**src/hw/rtl/lslf_pkg.sv**
```systemverilog
`default_nettype none
// ----------------------------------------------------------------------------
// lslf_pkg
// Shared constants, widths and types for the three-channel line-fit block.
// ----------------------------------------------------------------------------
package lslf_pkg;

    localparam int IN_W        = 16;
    localparam int SAMPLE_BITS = 16;
    localparam int MAX_SAMPLES = 1024;
    localparam int FRAC_BITS   = 16;

    localparam int CNT_W   = $clog2(MAX_SAMPLES + 1);
    localparam int SX_W    = SAMPLE_BITS + CNT_W;
    localparam int SXX_W   = 2 * SAMPLE_BITS + CNT_W - 1;
    localparam int MUL_AW  = SX_W;
    localparam int MUL_BW  = SXX_W;
    localparam int PROD_W  = MUL_AW + MUL_BW + 1;
    localparam int MCNT_W  = $clog2(MUL_AW + 1);
    localparam int DVD_W   = PROD_W + FRAC_BITS + 1;
    localparam int DCNT_W  = $clog2(DVD_W + 1);
    localparam int OUT_W   = 48;
    localparam int Q_W     = OUT_W + 1;
    localparam int CHAN_W  = 2;
    localparam int NCHAN   = 3;

    // multiplier operand pairs
    typedef enum logic [2:0] {
        MOP_N_SXX  = 3'd0,
        MOP_SX_SX  = 3'd1,
        MOP_SY_SXX = 3'd2,
        MOP_SX_SXY = 3'd3,
        MOP_N_SXY  = 3'd4,
        MOP_SX_SY  = 3'd5
    } t_mop;

    typedef enum logic {
        DSEL_A = 1'b0,
        DSEL_B = 1'b1
    } t_dsel;

    typedef struct packed {
        logic              load;
        logic              mul_start;
        t_mop              mop;
        logic              div_start;
        t_dsel             dsel;
        logic              emit;
        logic              clear;
        logic [CHAN_W-1:0] chan;
    } t_cmd;

    typedef struct packed {
        logic mul_fin;
        logic div_fin;
        logic singular;
    } t_sts;

endpackage
`default_nettype wire

```
**src/hw/rtl/lslf_ctrl.sv**
```systemverilog
`default_nettype none
// ----------------------------------------------------------------------------
// lslf_ctrl
// Sequencer: takes samples, then steps the shared multiplier and divider
// through the fit of each channel and issues the results.
// ----------------------------------------------------------------------------
module lslf_ctrl (
    input  wire logic          i_clk,
    input  wire logic          i_rst_n,
    input  wire logic          start,
    input  wire logic          i_final_sample,
    input  lslf_pkg::t_sts     i_sts,
    output lslf_pkg::t_cmd     o_cmd,
    output logic               busy
);

    typedef enum logic [6:0] {
        S_IDLE  = 7'b0000001,
        S_LAST  = 7'b0000010,
        S_MGO   = 7'b0000100,
        S_MWAIT = 7'b0001000,
        S_DGO   = 7'b0010000,
        S_DWAIT = 7'b0100000,
        S_EMIT  = 7'b1000000
    } t_state;

    t_state                        r_state, n_state;
    lslf_pkg::t_mop                r_mop, n_mop;
    lslf_pkg::t_dsel               r_dsel, n_dsel;
    logic [lslf_pkg::CHAN_W-1:0]   r_chan, n_chan;

    always_ff @(posedge i_clk) begin
        if (!i_rst_n) begin
            r_state <= S_IDLE;
            r_mop   <= lslf_pkg::MOP_N_SXX;
            r_dsel  <= lslf_pkg::DSEL_A;
            r_chan  <= '0;
        end else begin
            r_state <= n_state;
            r_mop   <= n_mop;
            r_dsel  <= n_dsel;
            r_chan  <= n_chan;
        end
    end

    always_comb begin
        n_state         = r_state;
        n_mop           = r_mop;
        n_dsel          = r_dsel;
        n_chan          = r_chan;
        o_cmd           = '0;
        o_cmd.mop       = r_mop;
        o_cmd.dsel      = r_dsel;
        o_cmd.chan      = r_chan;
        unique case (r_state)
            S_IDLE: begin
                o_cmd.load = start;
                if (start && i_final_sample) begin
                    n_state = S_LAST;
                    n_mop   = lslf_pkg::MOP_N_SXX;
                    n_chan  = '0;
                end
            end
            S_LAST: n_state = S_MGO;
            S_MGO: begin
                o_cmd.mul_start = 1'b1;
                n_state         = S_MWAIT;
            end
            S_MWAIT: begin
                if (i_sts.mul_fin) begin
                    n_state = S_MGO;
                    unique case (r_mop)
                        lslf_pkg::MOP_N_SXX:  n_mop = lslf_pkg::MOP_SX_SX;
                        lslf_pkg::MOP_SX_SX:  n_mop = lslf_pkg::MOP_SY_SXX;
                        lslf_pkg::MOP_SY_SXX: n_mop = lslf_pkg::MOP_SX_SXY;
                        lslf_pkg::MOP_SX_SXY: n_mop = lslf_pkg::MOP_N_SXY;
                        lslf_pkg::MOP_N_SXY:  n_mop = lslf_pkg::MOP_SX_SY;
                        lslf_pkg::MOP_SX_SY: begin
                            // a singular set skips both divisions
                            if (i_sts.singular) begin
                                n_state = S_EMIT;
                            end else begin
                                n_state = S_DGO;
                                n_dsel  = lslf_pkg::DSEL_A;
                            end
                        end
                        default: n_state = S_IDLE;
                    endcase
                end
            end
            S_DGO: begin
                o_cmd.div_start = 1'b1;
                n_state         = S_DWAIT;
            end
            S_DWAIT: begin
                if (i_sts.div_fin) begin
                    if (r_dsel == lslf_pkg::DSEL_A) begin
                        n_dsel  = lslf_pkg::DSEL_B;
                        n_state = S_DGO;
                    end else begin
                        n_state = S_EMIT;
                    end
                end
            end
            S_EMIT: begin
                o_cmd.emit = 1'b1;
                if (r_chan == lslf_pkg::CHAN_W'(lslf_pkg::NCHAN - 1)) begin
                    o_cmd.clear = 1'b1;
                    n_state     = S_IDLE;
                end else begin
                    n_chan  = r_chan + 1'b1;
                    n_mop   = lslf_pkg::MOP_SY_SXX;
                    n_state = S_MGO;
                end
            end
            default: n_state = S_IDLE;
        endcase
    end

    assign busy = (r_state != S_IDLE);

endmodule
`default_nettype wire

```
**config.mk**
```make
export PLATFORM = sky130hd
export DESIGN_NAME = lslf_ctrl
export DESIGN_NICKNAME = d
export VERILOG_FILES = /design/src/hw/rtl/lslf_pkg.sv /design/src/hw/rtl/lslf_ctrl.sv
export SDC_FILE = /design/constraint.sdc
export NUM_CORES = 1
export LEC_CHECK = 0
export BUFFER_PORTS_ARGS = -buffer_cell sky130_fd_sc_hd__buf_4
export CAP_MARGIN = 5
export CORE_MARGIN = 2
export CORE_UTILIZATION = 35
export DETAILED_ROUTE_END_ITERATION = 12
export GPL_TIMING_DRIVEN = 0
export PLACE_DENSITY_LB_ADDON = 0.25
export SYNTH_ARGS = -nofsm -noshare
export SYNTH_HDL_FRONTEND = slang
export SYNTH_SLANG_ARGS = --single-unit
```
**constraint.sdc**
```tcl
create_clock -name i_clk -period 2 [get_ports i_clk]
set_input_delay 0.1 -clock i_clk [delete_from_list [all_inputs] [get_ports i_clk]]
set_output_delay 0.1 -clock i_clk [all_outputs]
set_load 0.005 [all_outputs]
```
Yosys cells after proc, flatten, opt, wreduce, memory -nomap -nowiden

Index checks and enable logic that the tools add are counted.

Register bits: 13
Input bits: 7
Output and inout bits: 12
Logic and storage cells: 62

Add/sub/neg operators: 1
Equal/unequal tests: 21
Mux-type cells: 26
Reduce and logical (&&, ||, !) cells: 10

Operators by type and width:

| kind                                                 | count |
|---|---|
| case mux 7 bit (7 select lines)                      | 1 |
| two-way mux 7 bit                                    | 5 |
| case mux 3 bit (5 select lines)                      | 1 |
| case mux 7 bit (2 select lines)                      | 1 |
| two-way mux 3 bit                                    | 4 |
| != test 2 bit (second input constant)                | 6 |
| AND reduction 5 bit                                  | 2 |
| case mux 3 bit (3 select lines)                      | 1 |
| two-way mux 1 bit                                    | 8 |
| equality test 7 x 1 -> 1 bit (second input constant) | 1 |
| equality test 7 x 2 -> 1 bit (second input constant) | 1 |
| equality test 7 x 3 -> 1 bit (second input constant) | 1 |
| equality test 7 x 4 -> 1 bit (second input constant) | 1 |
| equality test 7 x 5 -> 1 bit (second input constant) | 1 |
| equality test 7 x 6 -> 1 bit (second input constant) | 1 |
| equality test 7 bit (second input constant)          | 1 |
| != test 7 x 1 -> 1 bit (second input constant)       | 1 |
| equality test 3 x 2 -> 1 bit (second input constant) | 2 |
| equality test 3 bit (second input constant)          | 2 |
| two-way mux 2 bit                                    | 3 |
| != test 6 x 1 -> 1 bit (second input constant)       | 1 |
| AND reduction 3 bit                                  | 2 |
| OR reduction 5 bit                                   | 1 |
| case mux 2 bit (2 select lines)                      | 1 |
| other kinds (8)                                      | 9 |

Longest topological paths before layout

Gate-level depths: netlist of run 1.

Depth in word-level cells: 5
Mapped depth: 8
Depth with buffers taken out: 7

Worst setup path after synthesis of run 1

Ideal clock, no wire load.

Kind: register to register
From: register r_state[6]
To: register r_dsel
Setup time: 0.059 ns
Data arrival time: 1.460 ns
Data required time: 1.941 ns
Setup slack: 0.481 ns
Stages on the path, launching flop included: 7
Buffers on the path: 1
Clock period less this slack: 1.519 ns
Cell sequence: dfxtp_1 > buf_6 > nor4_4 > nand3_2 > o32a_2 > a211oi_2 > a31o_1

Cells in the longest elaborated chain, start to end: 3
Elaborated cells between the ends (all ways): 9
Classes of those cells: 6 x eq/ne; 1 x mux; 2 x reduce/logical

Ends and longest elaborated chain:

| element                                                                             | RTL line        | text |
|---|---|---|
| start, declared                                                                     | lslf_ctrl.sv:27 | `t_state r_state, n_state;` |
| start signal, assigned                                                              | lslf_ctrl.sv:39 | `r_state <= n_state;` |
| equality test 7 x 4 -> 1 bit / equality test 7 x 6 -> 1 bit (equally long branches) | lslf_ctrl.sv:55 | `unique case (r_state)` |
| != test 2 bit (no source line) / nonzero test 2 bit (equally long branches)         | -               |  |
| AND reduction 5 bit (no source line)                                                | -               |  |
| end signal, assigned                                                                | lslf_ctrl.sv:36 | `r_dsel <= lslf_pkg::DSEL_A;` |
| end signal, assigned                                                                | lslf_ctrl.sv:41 | `r_dsel <= n_dsel;` |
| end, declared                                                                       | lslf_ctrl.sv:29 | `lslf_pkg::t_dsel r_dsel, n_dsel;` |

Several ways; a longest one is shown, not always the timed one.
A chain may end at the register's enable or synchronous reset.

==> flow_metrics.env, run 1 <==
export IMPL_criticalPathCategory="reg2out"
export IMPL_yosys_area_share_adder=0.0138
export IMPL_yosysUniqueCellTypes=50
export IMPL_num_vias=822
export IMPL_drt_iter0_drc=10
export IMPL_met3_usage=0.0301
export IMPL_grt_pass1_vias=720
export IMPL_clock_sinks=13
export IMPL_numPortBuffers=17
export IMPL_cp_required_ns=1.90
export IMPL_clock_skew_ns=0.000633
export IMPL_grt_busiest_layer="met1"
export IMPL_yosys_area_share_simple=0.338
export IMPL_max_freq_mhz=573
export IMPL_place_congestion=0.848
export IMPL_drv_slew=0
export IMPL_wl_per_cell_um=13.3
export IMPL_fin_hold_ws_ns=0.0992
export IMPL_cts_tree="done"
export IMPL_dp_slack_ns=0.279
export IMPL_end_kind="output pin"
export IMPL_hold_buffers=0
export IMPL_met1_usage=0.238
export IMPL_rsz0062_at_grt="false"
export IMPL_synth_xor_area_frac=0.0290
export IMPL_cts_buffers=3
export IMPL_dieArea_um2=3010
export IMPL_die_w_um=54.9
export IMPL_finalCriticalPeriod_ns=1.74
export IMPL_p_per_area_nw_per_um2=474
export IMPL_tns_ns=0
export IMPL_grt_max_degree=11
export IMPL_yosysSeqAreaShare=0.287
export IMPL_slew_limit_headroom=0.765
export IMPL_synth_top_family_by_area="simple AND/OR/NAND/NOR gates"
export IMPL_drtPass1Iterations=4
export IMPL_ys_warnings_count=0
export IMPL_num_fill_cells=265
export IMPL_grt_use_total=0.162
export IMPL_diodes=0
export IMPL_drc_errors=0
export IMPL_period_share=0.872
export IMPL_start_kind="register"
export IMPL_cts_root_buf="clkbuf_4"
export IMPL_rows=18
export IMPL_dp_hpwl_mm=1.60
export IMPL_yosysMostFrequentCell="nor2_1"
export IMPL_layout_nets=131
export IMPL_async_reset_ff_frac=0
export IMPL_drv_cap=0
export IMPL_setup_violations=0
export IMPL_avgSynthCellArea_um2=8.97
export IMPL_core_area_um2=2450
export IMPL_avgViaCountPerCell=5.41
export IMPL_initial_utilization=0.369
export IMPL_drive_above_1_share=0.320
export IMPL_worstPathArrival_ns=1.64
export IMPL_ys_flop_type="dfxtp_1"
export IMPL_yosys_register_bits=13
export IMPL_postRouteWirelength_mm=2.03
export IMPL_cts_resized=0
export IMPL_synth_top_area_frac=0.287
export IMPL_io_pins=19
export IMPL_area_delta_synth_final_pct=21.1
export IMPL_die_h_um=54.9
export IMPL_syn_inst=101
export IMPL_clock_path_buffers=2
export IMPL_gr_usage_met2=0.230
export IMPL_timing_worst_slew_pin_value_ns=0.348
export IMPL_p_leak_uw=0.000463
export IMPL_ir_drop_mv=0.317
export IMPL_clk_latency_ns=0.27
export IMPL_status="completed"
export IMPL_hold_viol=0
export IMPL_ys_top_cells_by_count="16 x nor2_1, 13 x dfxtp_1, 7 x nand2_1, 4 x inv_1"
export IMPL_h_tree_depth=1
export IMPL_grt_overflow=0
export IMPL_cts_clk_slew_worst_paths_ns=0.08
export IMPL_ys_top_cells_by_area="dfxtp_1 29%, nor2_1 6.6%, a2111oi_4 3.0%"
export IMPL_post_cts_setup_buffers=0
export IMPL_hold_class="in2reg"
export IMPL_synth_edf_count=0
export IMPL_grt_pass1_wl_mm=3.48
export IMPL_fin_ws_ns=0.255
export IMPL_syn_area_um2=906
export IMPL_ant_nets=0
export IMPL_synth_top_area_cell="dfxtp_1"
export IMPL_synth_compound_area_frac=0.253
export IMPL_syn_nets=109
export IMPL_antenna_found_initial=0
export IMPL_synth_mux_area_frac=0.0124
export IMPL_path_max_fanout=7
worst max-delay path: stages, from the launching register on:
cell      delay [ns]
dfxtp_1         0.41
nor3_4          0.34
nand4b_2        0.26
inv_2           0.11
nand2_1         0.08
inv_2           0.07
buf_4           0.10
final timing paths:
path / start / endpoint / slack (ns) / depth (start not counted)
worst max-delay path: r_state[2] / o_cmd[2] / 0.26 / 6
worst min-delay path: i_sts[0] / r_state[6] / 0.1 / 3
worst max register to register: r_state[6] / r_dsel / 0.26 / 6
worst min register to register: r_chan[0] / r_chan[0] / 0.51 / 2
cell families (layout without fill, tap and decap cells):
family,after synthesis,count (layout)
multiplexers,1,1
flip-flops,13,13
AND/OR/NAND/NOR,47,47
buffers and inverters,11,32
XOR/XNOR,3,3
AO/OA/AOI/OAI,25,25
adder cells (fa/ha/maj),1,1
placed cells by master, fill, tap and decap left out, drive strengths merged, types with 2 or more instances in the layout:
master   n
o221ai   2
o221a    2
o21ai    2
nor4     2
nor3     3
o211ai   2
o21a     2
and2b    2
inv      7
xnor2    2
dfxtp   13
nor2    17
clkbuf   5
nand3    4
nand2    8
buf     20
nor2b    2
a21oi    2
nand4b   3
report_power, final:
group / switching (uW) / internal [uW]
registers: 13.1 / 264
clock network: 81.4 / 77.1
logic: 44.5 / 39.9
total: 139 / 381
through the flow:
step	util	total power [uW]	std cells	area [um2]
4_1_cts	0.447	526	152	1100
3_3_place_gp	0.436	366	148	1070
3_5_place_dp	0.436	368	148	1070
6_report	0.447	520	152	1100
5_1_grt	0.447	558	152	1100
2_1_floorplan	-	334	101	906
layer usage:
layer / vias up / share of wire
met2: 14 / 0.46
met5: - / 0
met4: 0 / 0.0049
met3: 2 / 0.035
li1: 415 / -
met1: 391 / 0.49
area by class of cell:
type	count	area [um2]	area share
inverters	7	26.3	0.0239
multi-input cells	77	586	0.534
plain buffers	4	33.8	0.0308
flip-flops and latches	13	260	0.237
well taps	30	37.5	0.0342
repair buffers	17	128	0.116
clock buffers	4	26.3	0.0239
sequential cells by signal, indices dropped and copies added, names as in the netlist:
signal / count
r_state: 7
r_mop: 3
r_chan: 2
r_dsel: 1
Power figures use the tool's default switching activity.
==> run 2, diff against run 1 <==
ABC_CLOCK_PERIOD_IN_PS = 1500   (was not set)
GPL_TIMING_DRIVEN = 1   (was 0)
clock period = 1.5 ns   (was 2 ns; I/O delays follow)
==> run 2 against run 1 <==
The run now ends with setup timing left. Power increased by 53%. Critical path type is now reg2reg. Sequential share of layout area decreased by 5.8 points. Highest routed layer unchanged. Hold slack got worse by 0.030 ns. Via count increased by 20%. Core utilization increased by 19 points. Critical endpoint is now r_mop[1]. Setup slack got worse by 0.32 ns. Register-to-register slack got worse by 0.32 ns. Largest power group unchanged.
==> flow_metrics.env, run 2 (same netlist as run 1, synthesis figures left out) <==
export IMPL_power_switching_uw=229
export IMPL_seq_area_um2=282
export IMPL_p_sw_frac=0.288
export IMPL_rrSetupSlack_ns=-0.06
export IMPL_multi_input_area_um2=719
export IMPL_io_pins=19
export IMPL_core_area_um2=2450
export IMPL_wl_per_cell_um=15.2
export IMPL_area_delta_synth_final_pct=73.9
export IMPL_clock_path_buffers=2
export IMPL_max_freq_mhz=639
export IMPL_cpMaxStageDelayCell="dfxtp_1"
export IMPL_clock_sinks=13
export IMPL_drv_cap=0
export IMPL_end_kind="register"
export IMPL_tns_ns=-0.409
export IMPL_clk_latency_ns=0.27
export IMPL_path_max_fanout=2
export IMPL_slew_limit_headroom=0.739
export IMPL_final_util=0.642
export IMPL_start_kind="register"
export IMPL_r2r_cells=5
export IMPL_hold_viol=0
export IMPL_cp_required_ns=1.66
export IMPL_place_congestion=0.862
export IMPL_antenna_found_initial=0
export IMPL_fin_ws_ns=-0.0645
export IMPL_layout_commonest_cell="buf_4"
export IMPL_r2r_end="r_mop[1]"
export IMPL_power_internal_uw=567
export IMPL_dp_slack_ns=-0.0890
export IMPL_timing_rr_start="r_mop[1]"
export IMPL_worstPathArrival_ns=1.72
export IMPL_layout_nets=166
export IMPL_cts_root_buf="clkbuf_4"
export IMPL_period_share=1.04
export IMPL_grt_pass1_vias=958
export IMPL_p_per_area_nw_per_um2=505
export IMPL_cts_tree="done"
export IMPL_hold_end="r_state[0]"
export IMPL_grt_use_total=0.206
export IMPL_cts_clk_slew_worst_paths_ns=0.08
export IMPL_clockPowerShare=0.267
export IMPL_p_leak_uw=0.000701
export IMPL_ant_nets=0
export IMPL_clock_skew_ns=0.00460
export IMPL_cts_buffers=3
export IMPL_initial_utilization=0.369
export IMPL_postRouteWirelength_mm=2.84
export IMPL_drive_above_1_share=0.611
export IMPL_drc_errors=0
export IMPL_num_vias=988
export IMPL_dp_hpwl_mm=1.86
export IMPL_finalCriticalPeriod_ns=1.56
export IMPL_drt_iter0_drc=17
export IMPL_fin_hold_ws_ns=0.0696
export IMPL_combPwrFrac=0.284
export IMPL_hold_depth=2
export IMPL_grt_pass1_wl_mm=4.43
export IMPL_critical_path_max_stage_delay_ns=0.35
export IMPL_dieArea_um2=3010
export IMPL_most_common_layout_cells="42 x buf_4, 13 x nor2_1, 13 x buf_6"
export IMPL_timing_worst_slew_pin_value_ns=0.391
export IMPL_drv_slew=0
export IMPL_worst_path_buf_inv=0
export IMPL_reg_largest_list="r_state x7, r_mop x3, r_chan x2"
export IMPL_avgViaCountPerCell=5.28
export IMPL_criticalPathCategory="reg2reg"
export IMPL_numPortBuffers=18
export IMPL_largest_register_ffs=7
export IMPL_violations="setup timing"
export IMPL_rows=18
export IMPL_ir_drop_mv=0.484
export IMPL_hold_class="in2reg"
export IMPL_grt_overflow=0
export IMPL_status="finished with violations"
export IMPL_die_h_um=54.9
export IMPL_hold_buffers=0
export IMPL_path_cells="o21a_1, and4b_1, o2111ai_1, nor2_1, o221a_1"
export IMPL_setup_violations=11
export IMPL_critPathTopFamily="compound AO/OA/AOI/OAI gates"
export IMPL_rsz0062_at_grt="true"
export IMPL_h_tree_depth=1
export IMPL_drtPass1Iterations=4
export IMPL_regMostFlops="r_state"
export IMPL_worstHoldStart="i_rst_n"
export IMPL_seq_power_share=0.449
export IMPL_grt_max_degree=9
export IMPL_die_w_um=54.9
export IMPL_diodes=0
export IMPL_finalPower_uw=796
export IMPL_num_fill_cells=196
-- run 2: changes by cell type in the layout (fill, tap and decap cells not counted), moves of 2 or more --
cell and change:
nor2_4 +3, nand3_1 -2, dfxtp_2 +2, nand3_4 +2, dfxtp_1 -7, nand2_4 +2, buf_6 +11, nor2_1 -3
nand2_1 -2, dfxtp_4 +5, buf_4 +24
-- run 2: per-layer routing --
layer	global-route usage	wire (um)
met1	0.251	1200
met2	0.391	1540
met3	0.0246	82
met4	0.0250	14
met5	0	0
-- run 2: worst max-delay path by stage --
stage / from / end / slack [ns] / cells after the start
final: r_mop[1] / r_mop[1] / -0.06 / 5
after global routing: r_state[2] / o_cmd[2] / -0.14 / 8
after CTS: r_state[2] / o_cmd[2] / -0.05 / 8
after detailed placement: r_state[1] / r_mop[1] / -0.09 / 8
after global placement: r_state[1] / r_state[2] / -0.07 / 6
after floorplan: r_state[2] / r_mop[1] / -0.008 / 7
-- run 2: per-stage QoR --
stage / instances / area, um2
2_1_floorplan: 101 / 917
3_3_place_gp: 174 / 1290
3_5_place_dp: 174 / 1290
4_1_cts: 183 / 1470
5_1_grt: 187 / 1580
6_report: 187 / 1580
-- run 2: layout make-up --
type | count | share of cell area
multi-input combinational | 77 | 0.457
inverter | 7 | 0.0183
tap | 30 | 0.0238
sequential | 13 | 0.179
clock buffer | 4 | 0.0167
timing repair buffer | 56 | 0.306
-- run 2: what timing repair did --
item / CTS / global route
gates cloned: 0 / 0
setup buffers: 6 / 5
resized for setup: 31 / 19
pin swaps: 9 / 10
endpoints found under the setup margin: 15 / 16
-- run 2: power groups by stage --
| stage | Combinational, uW | Sequential [uW] | Clock [uW] |
|---|---|---|---|
| after floorplan | 71.7 | 374 | 0 |
| after global placement | 166 | 370 | 0 |
| after detailed placement | 167 | 370 | 0 |
| after CTS | 199 | 359 | 217 |
| after global routing | 241 | 358 | 236 |
| final | 226 | 357 | 213 |
==> run 3, diff against run 2 <==
--- a/config.mk
+++ b/config.mk
@@ -7,3 +7,2 @@
 export LEC_CHECK = 0
-export ABC_CLOCK_PERIOD_IN_PS = 1500
 export BUFFER_PORTS_ARGS = -buffer_cell sky130_fd_sc_hd__buf_4
==> constraint.sdc (replaced) <==
create_clock -name i_clk -period 1.5 [get_ports i_clk]
set_input_delay 0.3 -clock i_clk [delete_from_list [all_inputs] [get_ports i_clk]]
set_output_delay 0.3 -clock i_clk [all_outputs]
set_load 0.005 [all_outputs]
==> run 3 against run 2 <==
The flow still finishes with violations (setup timing). Clock skew decreased by 0.0012 ns. Final cell count increased by 1.1%. First-iteration DRC count increased by 18%. Register-to-register slack got worse by 0.096 ns. Critical path depth increased by 1. Maximum frequency decreased by 7.2%. Highest routed layer unchanged.
==> flow_metrics.env, run 3 (same netlist as run 1, synthesis figures left out) <==
export IMPL_status="finished with violations"
export IMPL_violations="setup timing"
export IMPL_rows=18
export IMPL_clock_sinks=13
export IMPL_hold_class="in2reg"
export IMPL_drt_iter0_drc=20
export IMPL_largest_register_ffs=7
export IMPL_start_kind="register"
export IMPL_num_vias=1008
export IMPL_criticalPathCategory="reg2out"
export IMPL_core_area_um2=2450
export IMPL_final_util=0.635
export IMPL_fin_ws_ns=-0.186
export IMPL_cts_clk_slew_worst_paths_ns=0.08
export IMPL_timing_worst_slew_pin_value_ns=0.332
export IMPL_timing_rr_start="r_state[2]"
export IMPL_initial_utilization=0.369
export IMPL_diodes=0
export IMPL_drv_slew=0
export IMPL_regMostFlops="r_state"
export IMPL_rsz0062_at_grt="true"
export IMPL_dp_hpwl_mm=1.90
export IMPL_area_delta_synth_final_pct=72.1
export IMPL_avgViaCountPerCell=5.33
export IMPL_drv_cap=0
export IMPL_grt_pass1_vias=955
export IMPL_grt_overflow=0
export IMPL_io_pins=19
export IMPL_tns_ns=-1.68
export IMPL_seq_power_share=0.456
export IMPL_hold_buffers=0
export IMPL_cp_required_ns=1.20
export IMPL_end_kind="output pin"
export IMPL_finalCriticalPeriod_ns=1.69
export IMPL_antenna_found_initial=0
export IMPL_numPortBuffers=18
export IMPL_setup_violations=15
export IMPL_cts_root_buf="clkbuf_4"
export IMPL_max_freq_mhz=593
export IMPL_p_per_area_nw_per_um2=506
export IMPL_p_leak_uw=0.000704
export IMPL_worstPathArrival_ns=1.39
export IMPL_path_max_fanout=3
export IMPL_layout_nets=168
export IMPL_crit_start="r_state[2]"
export IMPL_power_switching_uw=226
export IMPL_clock_skew_ns=0.00341
export IMPL_dp_slack_ns=-0.112
export IMPL_cts_buffers=3
export IMPL_clk_latency_ns=0.28
export IMPL_grt_pass1_wl_mm=4.34
export IMPL_die_h_um=54.9
export IMPL_postRouteWirelength_mm=2.76
export IMPL_wl_per_cell_um=14.6
export IMPL_cts_tree="done"
export IMPL_p_sw_frac=0.286
export IMPL_ir_drop_mv=0.473
export IMPL_drtPass1Iterations=4
export IMPL_dieArea_um2=3010
export IMPL_hold_viol=0
export IMPL_slew_limit_headroom=0.779
export IMPL_place_congestion=0.800
export IMPL_layout_commonest_cell="buf_4"
export IMPL_grt_use_total=0.205
export IMPL_reg_largest_list="r_state x7, r_mop x3, r_chan x2"
export IMPL_grt_max_degree=9
export IMPL_combPwrFrac=0.267
export IMPL_power_internal_uw=563
export IMPL_h_tree_depth=1
export IMPL_drive_above_1_share=0.616
export IMPL_worstHoldStart="i_rst_n"
export IMPL_period_share=1.12
export IMPL_clock_path_buffers=2
export IMPL_die_w_um=54.9
export IMPL_ant_nets=0
export IMPL_most_common_layout_cells="46 x buf_4, 13 x nor2_1, 12 x buf_6"
export IMPL_clockPowerShare=0.277
export IMPL_drc_errors=0
run 3: cell count changes in the layout (fill, tap and decap cells not counted), sizes merged:
cell | previous run | this run
buf | 56 | 58
run 3: through the flow:
step           std cells  instance area [um2]  hold slack, ns  total power, uW
2_1_floorplan        101                  917           0.464              446
3_3_place_gp         170                 1240           0.491              529
3_5_place_dp         170                 1240           0.501              530
4_1_cts              181                 1410           0.257              771
5_1_grt              189                 1560           0.280              825
6_report             189                 1560           0.270              788
run 3: per-layer routing:
metal,GRT usage,vias up,routed length (um)
met3,0.0164,8,112
li1,-,494,-
met2,0.359,30,1420
met4,0.117,0,78
met5,0,-,0
met1,0.243,476,1150
run 3: layout make-up:
class	count	area, um2
inverter	7	28.8
fill	195	896
multi-input combinational	77	709
tap	30	37.5
timing repair buffer	58	480
sequential	13	277
clock buffer	4	26.3
run 3: critical path, stage by stage (launching register included):
cell      delay, ns
dfxtp_4        0.35
nor3_4         0.28
nand4b_4       0.15
inv_2          0.10
nand2_2        0.06
inv_2          0.08
buf_6          0.09
run 3: final timing paths:
path                            slack, ns  cells past startpoint    endpoint
worst min-delay path                 0.27                      2  r_state[0]
worst max register to register      -0.16                      7      r_dsel
worst min register to register       0.51                      2   r_chan[0]
worst max-delay path                -0.19                      6    o_cmd[2]
run 3: what timing repair did:
action,in CTS,in global routing
setup buffers,8,9
endpoints found under the setup margin,15,18
pin swaps,9,12
resized for setup,25,20
run 3: power groups by stage:
stage / Clock [uW] / Combinational [uW] / Sequential [uW]
finish: 218 / 211 / 360
global route: 237 / 227 / 361
CTS: 225 / 186 / 360
detailed placement: 0 / 159 / 371
global placement: 0 / 158 / 370
floorplan: 0 / 71.7 / 374
